`src/sv/gmr_pkg.sv`:
```
// ---------------------------------------------------------------------------
// gmr_pkg: shared types and constants for the GF(2) matrix rank block
// Item layouts for both channels, the flags that travel along the cell
// chain, and the register map of the configuration port.
// ---------------------------------------------------------------------------
`default_nettype none

package gmr_pkg;

   localparam int COLUMN_WIDTH    = 32;
   localparam int ROW_COUNT_WIDTH = 6;
   localparam int ROW_CMP_WIDTH   = ROW_COUNT_WIDTH + 1;
   localparam int RANK_WIDTH      = 6;
   localparam int CSR_DATA_WIDTH  = 32;
   localparam int CSR_ADDR_WIDTH  = 3;

   localparam logic [ROW_COUNT_WIDTH-1:0] ROW_COUNT_RESET = 6'd32;

   // register index, taken from paddr[2]
   localparam logic CSR_ROW_COUNT = 1'b0;

   typedef struct packed {
      logic [COLUMN_WIDTH-1:0] column_bits;
      logic                    last_column;
   } gmr_req_type;

   typedef struct packed {
      logic [RANK_WIDTH-1:0] rank;
      logic                  overflow;
   } gmr_rsp_type;

   typedef struct packed {
      logic valid;
      logic last;
      logic absorbed;
      logic overflow;
   } gmr_flags_type;

endpackage

`default_nettype wire

```
`src/sv/gf2_matrix_rank.sv`:
```
// ---------------------------------------------------------------------------
// gf2_matrix_rank: GF(2) rank of a matrix streamed one column per item
// Masks each column to row_count rows and reduces it along a chain of
// pivot cells; the last column yields the rank and an overflow flag.
// ---------------------------------------------------------------------------
// The block takes one column per clock cycle while input is not held off.
// Each column passes an entry register and then a chain of ROW_BITS pivot
// cells, highest row first; the result for a matrix is registered behind
// the last cell. Columns of the next matrix may follow the last column
// directly. Input is held off only when a result reaches the end of the
// chain while the previous result is still waiting on rsp_stall. Columns
// beyond MAX_COLUMNS in one matrix are dropped and raise overflow.
// row_count is sampled as each column enters.
`default_nettype none

module gf2_matrix_rank
   import gmr_pkg::*;
#(
   parameter int ROW_BITS    = 32,
   parameter int MAX_COLUMNS = 32
) (
   input  wire logic                      clock,
   input  wire logic                      reset,
   // column items
   input  wire logic                      req_valid,
   output logic                           req_stall,
   input  wire gmr_req_type               req_data,
   // rank results
   output logic                           rsp_valid,
   input  wire logic                      rsp_stall,
   output gmr_rsp_type                    rsp_data,
   // configuration
   input  wire logic                      csr_psel,
   input  wire logic                      csr_penable,
   input  wire logic                      csr_pwrite,
   input  wire logic [CSR_ADDR_WIDTH-1:0] csr_paddr,
   input  wire logic [CSR_DATA_WIDTH-1:0] csr_pwdata,
   output logic      [CSR_DATA_WIDTH-1:0] csr_prdata,
   output logic                           csr_pready
);

   localparam int SEEN_WIDTH     = $clog2(MAX_COLUMNS + 1);
   localparam int RANK_CNT_WIDTH = $clog2(ROW_BITS + 1);

   // ---------------- configuration ----------------
   logic [ROW_COUNT_WIDTH-1:0] row_count_ff;
   logic                       csr_write;

   assign csr_pready = 1'b1;
   assign csr_write  = csr_psel && csr_penable && csr_pwrite && csr_pready;

   always_ff @(posedge clock) begin
      if (reset) begin
         row_count_ff <= ROW_COUNT_RESET;
      end else if (csr_write && (csr_paddr[2] == CSR_ROW_COUNT)) begin
         row_count_ff <= csr_pwdata[ROW_COUNT_WIDTH-1:0];
      end
   end

   always_comb begin
      csr_prdata = '0;
      if (csr_paddr[2] == CSR_ROW_COUNT) begin
         csr_prdata = CSR_DATA_WIDTH'(row_count_ff);
      end
   end

   // ---------------- entry stage ----------------
   logic                  advance;
   logic                  req_accept;
   logic [ROW_BITS-1:0]   col_ext, row_mask;
   logic [ROW_BITS-1:0]   ent_vec_ff, ent_vec_in;
   gmr_flags_type         ent_flags_ff, ent_flags_in;
   logic [SEEN_WIDTH-1:0] seen_ff, seen_in;
   logic                  too_many_ff, too_many_in;
   logic                  in_range;

   for (genvar i = 0; i < ROW_BITS; i++) begin : g_col
      if (i < COLUMN_WIDTH) begin : g_bit
         assign col_ext[i] = req_data.column_bits[i];
      end else begin : g_pad
         assign col_ext[i] = 1'b0;
      end
      assign row_mask[i] = ({1'b0, row_count_ff} > ROW_CMP_WIDTH'(i));
   end

   assign req_accept = req_valid && advance;
   assign req_stall  = !advance;
   assign in_range   = (seen_ff < SEEN_WIDTH'(MAX_COLUMNS));

   always_comb begin
      ent_vec_in            = in_range ? (col_ext & row_mask) : '0;
      ent_flags_in.valid    = req_valid;
      ent_flags_in.last     = req_data.last_column;
      ent_flags_in.absorbed = 1'b0;
      ent_flags_in.overflow = too_many_ff || !in_range;
      seen_in               = seen_ff;
      too_many_in           = too_many_ff;
      if (req_accept) begin
         if (req_data.last_column) begin
            seen_in     = '0;
            too_many_in = 1'b0;
         end else begin
            seen_in     = seen_ff + SEEN_WIDTH'(in_range);
            too_many_in = too_many_ff || !in_range;
         end
      end
   end

   always_ff @(posedge clock) begin
      if (reset) begin
         ent_flags_ff <= '0;
         seen_ff      <= '0;
         too_many_ff  <= 1'b0;
      end else if (advance) begin
         ent_flags_ff <= ent_flags_in;
         seen_ff      <= seen_in;
         too_many_ff  <= too_many_in;
      end
   end

   always_ff @(posedge clock) begin
      if (advance) begin
         ent_vec_ff <= ent_vec_in;
      end
   end

   // ---------------- pivot cell chain ----------------
   logic [ROW_BITS-1:0] chain_vec   [ROW_BITS+1];
   gmr_flags_type       chain_flags [ROW_BITS+1];

   assign chain_vec[0]   = ent_vec_ff;
   assign chain_flags[0] = ent_flags_ff;

   for (genvar s = 0; s < ROW_BITS; s++) begin : g_cell
      gmr_cell #(
         .ROW_BITS  (ROW_BITS),
         .BIT_INDEX (ROW_BITS - 1 - s)
      ) u_cell (
         .clock     (clock),
         .reset     (reset),
         .advance   (advance),
         .in_vec    (chain_vec[s]),
         .in_flags  (chain_flags[s]),
         .out_vec   (chain_vec[s+1]),
         .out_flags (chain_flags[s+1])
      );
   end

   // ---------------- rank tally and result register ----------------
   gmr_flags_type                      tail_flags;
   logic [RANK_CNT_WIDTH-1:0]          rank_ff, rank_in, rank_sum;
   logic [RANK_CNT_WIDTH+RANK_WIDTH-1:0] rank_wide;
   logic                               tail_done;
   logic                               rsp_valid_ff, rsp_valid_in;
   gmr_rsp_type                        rsp_data_ff, rsp_data_in;

   assign tail_flags = chain_flags[ROW_BITS];
   assign tail_done  = tail_flags.valid && tail_flags.last;
   // hold the chain only when a second result would land on a waiting one
   assign advance    = !(rsp_valid_ff && rsp_stall && tail_done);

   assign rank_sum  = rank_ff + RANK_CNT_WIDTH'(tail_flags.absorbed);
   assign rank_wide = (RANK_CNT_WIDTH + RANK_WIDTH)'(rank_sum);

   always_comb begin
      rank_in      = rank_ff;
      rsp_valid_in = rsp_valid_ff && rsp_stall;
      rsp_data_in  = rsp_data_ff;
      if (advance && tail_flags.valid) begin
         if (tail_flags.last) begin
            rank_in              = '0;
            rsp_valid_in         = 1'b1;
            rsp_data_in.rank     = rank_wide[RANK_WIDTH-1:0];
            rsp_data_in.overflow = tail_flags.overflow;
         end else begin
            rank_in = rank_sum;
         end
      end
   end

   always_ff @(posedge clock) begin
      if (reset) begin
         rank_ff      <= '0;
         rsp_valid_ff <= 1'b0;
      end else begin
         rank_ff      <= rank_in;
         rsp_valid_ff <= rsp_valid_in;
      end
   end

   always_ff @(posedge clock) begin
      rsp_data_ff <= rsp_data_in;
   end

   assign rsp_valid = rsp_valid_ff;
   assign rsp_data  = rsp_data_ff;

   // ---------------- assertions ----------------
   a_result_follows_last : assert property (@(posedge clock) disable iff (reset)
      (advance && tail_done) |=> rsp_valid_ff)
      else $error("last column left the chain without a result");

   a_seen_bounded : assert property (@(posedge clock) disable iff (reset)
      seen_ff <= SEEN_WIDTH'(MAX_COLUMNS))
      else $error("column count passed its limit");

   a_too_many_at_limit : assert property (@(posedge clock) disable iff (reset)
      too_many_ff |-> (seen_ff == SEEN_WIDTH'(MAX_COLUMNS)))
      else $error("overflow flagged below the column limit");

   a_matrix_restart : assert property (@(posedge clock) disable iff (reset)
      (req_accept && req_data.last_column) |=> ((seen_ff == '0) && !too_many_ff))
      else $error("column count not cleared after last column");

endmodule

`default_nettype wire

```
`src/sv/gmr_cell.sv`:
```
// ---------------------------------------------------------------------------
// gmr_cell: one pivot cell of the elimination chain
// Owns the basis vector whose leading bit is BIT_INDEX. A passing column
// with that bit set is either reduced by the stored vector or, if the cell
// is empty, taken as the new basis vector. The last column of a matrix
// empties the cell behind it.
// ---------------------------------------------------------------------------
`default_nettype none

module gmr_cell
   import gmr_pkg::*;
#(
   parameter int ROW_BITS  = 32,
   parameter int BIT_INDEX = 0
) (
   input  wire logic                clock,
   input  wire logic                reset,
   input  wire logic                advance,
   input  wire logic [ROW_BITS-1:0] in_vec,
   input  wire gmr_flags_type       in_flags,
   output logic      [ROW_BITS-1:0] out_vec,
   output gmr_flags_type            out_flags
);

   logic [ROW_BITS-1:0] basis_ff, basis_in;
   logic                pivot_valid_ff, pivot_valid_in;
   logic [ROW_BITS-1:0] out_vec_ff, out_vec_in;
   gmr_flags_type       out_flags_ff, out_flags_in;

   always_comb begin
      out_vec_in     = in_vec;
      out_flags_in   = in_flags;
      basis_in       = basis_ff;
      pivot_valid_in = pivot_valid_ff;
      if (in_flags.valid && in_vec[BIT_INDEX]) begin
         if (pivot_valid_ff) begin
            out_vec_in = in_vec ^ basis_ff;
         end else begin
            // claim the pivot; the column is used up
            basis_in              = in_vec;
            pivot_valid_in        = 1'b1;
            out_vec_in            = '0;
            out_flags_in.absorbed = 1'b1;
         end
      end
      // end of matrix: drop the basis once the last column has passed
      if (in_flags.valid && in_flags.last) begin
         pivot_valid_in = 1'b0;
      end
   end

   always_ff @(posedge clock) begin
      if (reset) begin
         pivot_valid_ff <= 1'b0;
         out_flags_ff   <= '0;
      end else if (advance) begin
         pivot_valid_ff <= pivot_valid_in;
         out_flags_ff   <= out_flags_in;
      end
   end

   always_ff @(posedge clock) begin
      if (advance) begin
         basis_ff   <= basis_in;
         out_vec_ff <= out_vec_in;
      end
   end

   assign out_vec   = out_vec_ff;
   assign out_flags = out_flags_ff;

endmodule

`default_nettype wire
```
`config.mk`:
```
export PLATFORM = sky130hd
export DESIGN_NAME = gf2_matrix_rank
export DESIGN_NICKNAME = d
export VERILOG_FILES = /design/src/sv/gmr_pkg.sv /design/src/sv/gf2_matrix_rank.sv /design/src/sv/gmr_cell.sv
export SDC_FILE = /design/constraint.sdc
export NUM_CORES = 2
export LEC_CHECK = 0
export ABC_AREA = 1
export BUFFER_PORTS_ARGS = -buffer_cell sky130_fd_sc_hd__buf_2
export CORE_MARGIN = 4
export CORE_UTILIZATION = 30
export CTS_BUF_LIST = sky130_fd_sc_hd__clkbuf_8
export DETAILED_ROUTE_END_ITERATION = 6
export GPL_TIMING_DRIVEN = 0
export PLACE_DENSITY = 0.53
export SLEW_MARGIN = 25
export SYNTH_ARGS = -nofsm -noshare
export SYNTH_HDL_FRONTEND = slang
export SYNTH_SLANG_ARGS = --single-unit
```
`constraint.sdc`:
```
create_clock -name clock -period 9.73 [get_ports clock]
set_input_delay 1.4595 -clock clock [delete_from_list [all_inputs] [get_ports clock]]
set_output_delay 1.4595 -clock clock [all_outputs]
set_load 0.02 [all_outputs]
```
==> metrics.cfg <==
[status]
outcome = finished clean

[critical_path]
critPathKind = input port to output port
cp_max_fo = 10
r2r_setup_slack_ns = 6.92
start_kind = input port
crit_top_cell = buf_2
cpLargestDelayFamily = buffers and inverters
end_kind = output port
reg2reg_depth = 8
arrival_ns = 3.12
regToRegStartpoint = rsp_valid$_SDFF_PP0_
slowest_delay_ns = 0.51
crit_required_ns = 8.27
path_cells = buf_2, nand2_1, nor2_4, buf_2, buf_2, buf_2
r2r-end = g_cell[2].u_cell.out_vec[19]$_DFFE_PN_
critPathSlowestCell = buf_2
critPathBufInv = 4

[job]
maxCapViolCount = 0

[power_and_ir_drop]
combPwrFrac_pct = 5.4
pwr-share-seq_pct = 58.6
power.density_nw_per_um2 = 192
switchingPower_w = 0.00249
p_clk_share_pct = 36.0
netSwitchingFraction_pct = 23.1
leakage_nw = 19.5
ir_drop_mv = 0.139
internal_power_w = 0.00829

[cts]
cts_sinks = 1214
clkSlewWorstSetupHoldPaths_ns = 0.06
h-tree-depth = 4
cts_buffer_depth = 3
cts_tree = built
cts_setup_buffers = 0
cts-root-buf = clkbuf_8
numCtsBuffers = 186
cts_hold_buf = 0
ctsResizeCount = 0
insertion_delay_ns = 0.87

[final_layout]
area_growth_pct = 14.0
final_area_um2 = 56000
final_core_util_pct = 34.4
layout.cells.non_filler = 6386
final_nets = 4140
drive_gt1_share_pct = 10.1
nFillCells = 16000

[synthesis]
synth_edf_count = 1031
synth_xor_area_share_pct = 8.88
synth_top_family_by_area = compound AO/OA/AOI/OAI gates
ys_seq_elements = 1214
synthesis.area_per_instance_um2 = 13.0
synth_adder_area_share_pct = 0.102
ys.flop_type = edfxtp_1
yosysWarnings = 0
yosys.cell_types.count = 36
async_reset_ff_share_pct = 0
synth_compound_area_share_pct = 9.41
synthMuxAreaShare_pct = 0
synthCells = 3771
synth-seq-area-share_pct = 70.5
syn_area_um2 = 49100
synthSimpleGateAreaFrac_pct = 8.15

[route]
wl_um = 95000
final_antenna_net_count = 0
via_per_inst = 4.45
dr_total_vias = 28400
drt-pass1-iter-count = 5
drt_iter0_drc = 1699
wire_per_inst_um = 14.9
drc_errors = 0

[min_path]
hold_path_depth = 2
hp-class = flop to flop
worstHoldEndpoint = g_cell[18].u_cell.pivot_valid_ff$_SDFFE_PP0P_
min_from = g_cell[18].u_cell.pivot_valid_ff$_SDFFE_PP0P_

[floorplan]
num_rows = 148
core-area_um2 = 163000
die_area_um2 = 170000
initial_core_util_pct = 30.2
die_x_um = 413
die_h_um = 413
io_pins = 117

[timing]
fin_skew_ns = 0.0407
tightest_slew_ns = 0.914
worst_slack_ns = 5.15
setup-tns-final_ns = 0
fin_crit_ns = 4.58
drv_slew = 0
fin_crit_sh_pct = 47.1
setup_viol = 0
hold_violations = 0
relSlewSlack_pct = 38.8
rsz0062_at_grt = no
max_freq_mhz = 218

[grt]
grt_usage_pct = 11.1
grt_pass1_wl_um = 153000
grt_use_met3_pct = 2.59
grt_max_degree = 100
first_global_vias = 28700
grt-busiest-layer = met2
met2_usage_pct = 18.2
grt-ovfl-total = 0
grt_use_met1_pct = 14.3
antenna_found_initial = 2

[place]
dp_slack_ns = 5.16
gp_congestion = 0.824
place_hpwl_um = 63800
io_buffers = 61
placed_area_um2 = 52600
placed_cells = 6048

==> worst reg2reg max path, delay by kind of cell (launching register included) <==
kind | cells | cell delay [ns]
buf+inv | 6 | 1.86
flops | 1 | 0.31
simple gates | 2 | 0.25
==> through the flow <==
step	hold WS, ns	total power [W]
after detailed placement	0.447	0.00701
after floorplan	0.409	0.00681
after CTS	0.457	0.0110
after global routing	0.483	0.0113
final	0.461	0.0108
after global placement	0.439	0.00699
==> power groups by stage <==
| stage | Clock (W) | Combinational, W | Sequential [W] |
|---|---|---|---|
| 6_report | 0.00388 | 0.000584 | 0.00631 |
| 5_1_grt | 0.00429 | 0.000665 | 0.00636 |
| 4_1_cts | 0.00405 | 0.000591 | 0.00632 |
| 3_5_place_dp | 0 | 0.000584 | 0.00642 |
| 3_3_place_gp | 0 | 0.000576 | 0.00641 |
| 2_1_floorplan | 0 | 0.000472 | 0.00633 |
==> cells in the final DEF (no fill, tap or decap), types with 4 or more instances in the layout <==
master	instances
clkbuf_1	114
a31oi_1	8
inv_1	170
nor2_1	215
buf_2	117
clkbuf_8	196
clkinv_2	8
buf_4	38
a21oi_1	197
o211ai_1	4
clkinv_1	39
o21ai_0	111
nor3b_1	4
conb_1	27
nor2_2	15
o21ai_1	21
inv_6	4
nand3_1	145
clkinvlp_4	4
nand2_1	604
buf_1	10
nor2_4	6
buf_16	8
diode_2	7
dfxtp_1	183
o31ai_1	382
edfxtp_1	1031
xor2_1	115
xnor2_1	383
nor3_1	6
buf_6	12
ha_1	4
==> synth_stat cells, types with 2 or more instances <==
cell      number  area share [%]
edfxtp_1    1031              63
nand2_1      604             4.6
xnor2_1      383             6.8
o31ai_1      382             5.8
nor2_1       231             1.8
a21oi_1      197             2.0
dfxtp_1      183             7.5
nand3_1      145             1.5
xor2_1       115             2.0
clkbuf_1     114            0.87
o21ai_0      111             1.1
inv_1         90            0.69
buf_2         57            0.58
buf_4         37            0.57
o21ai_1       21            0.21
buf_1         10           0.076
a31oi_1        8            0.10
clkinv_1       7           0.053
nor3_1         7           0.071
buf_6          5            0.11
ha_1           4            0.10
nor2_2         4           0.051
nor3b_1        4           0.061
o211ai_1       4           0.061
nand4_1        3           0.038
conb_1         2           0.015
inv_2          2           0.015
nand2_2        2           0.025
==> worst max-delay path by stage <==
stage,startpoint,to,cells after the start
2_1_floorplan,rsp_stall,chain_flags[130]$_SDFFE_PP0N_,6
3_3_place_gp,rsp_stall,g_cell[31].u_cell.out_flags[3]$_SDFFE_PP0N_,7
3_5_place_dp,rsp_stall,req_stall,6
4_1_cts,rsp_stall,req_stall,6
5_1_grt,rsp_stall,req_stall,6
6_report,rsp_stall,req_stall,6
==> sequential cells by signal, indices dropped and copies added (netlist names), 3 cells and up <==
| name | count |
|---|---|
| g_cell.u_cell.basis_ff | 496 |
| chain_flags | 3 |
| rsp_data | 7 |
| g_cell.u_cell.pivot_valid_ff | 32 |
| seen_ff | 6 |
| g_cell.u_cell.out_vec | 496 |
| rank_ff | 6 |
| ent_vec_ff | 32 |
| row_count_ff | 6 |
| g_cell.u_cell.out_flags | 128 |
==> metal layers <==
metal | up-vias | routed length, um
li1 | 14100 | -
met1 | 13600 | 43000
met2 | 575 | 44900
met3 | 183 | 4850
met4 | 0 | 2250
met5 | - | 0
==> cell type report <==
| class | count | area (um2) | area share [%] |
|---|---|---|---|
| clock inverters | 135 | 668 | 1.19 |
| plain buffers | 224 | 1100 | 1.96 |
| well taps | 2175 | 2720 | 4.86 |
| diodes | 7 | 17.5 | 0.0313 |
| multi-input cells | 2259 | 13200 | 23.6 |
| clock buffers | 196 | 2700 | 4.82 |
| repair buffers | 77 | 612 | 1.09 |
| inverters | 99 | 372 | 0.663 |
| flip-flops and latches | 1214 | 34600 | 61.8 |
==> cells by family after synthesis <==
group | count (synthesis)
DFF | 1214
and+or+nand+nor | 1003
AOI/OAI and AO/OA | 727
xor gates and xnor gates | 498
buffers and inverters | 323
adders and majority gates | 4
other | 2
Power figures use the tool's default switching activity.
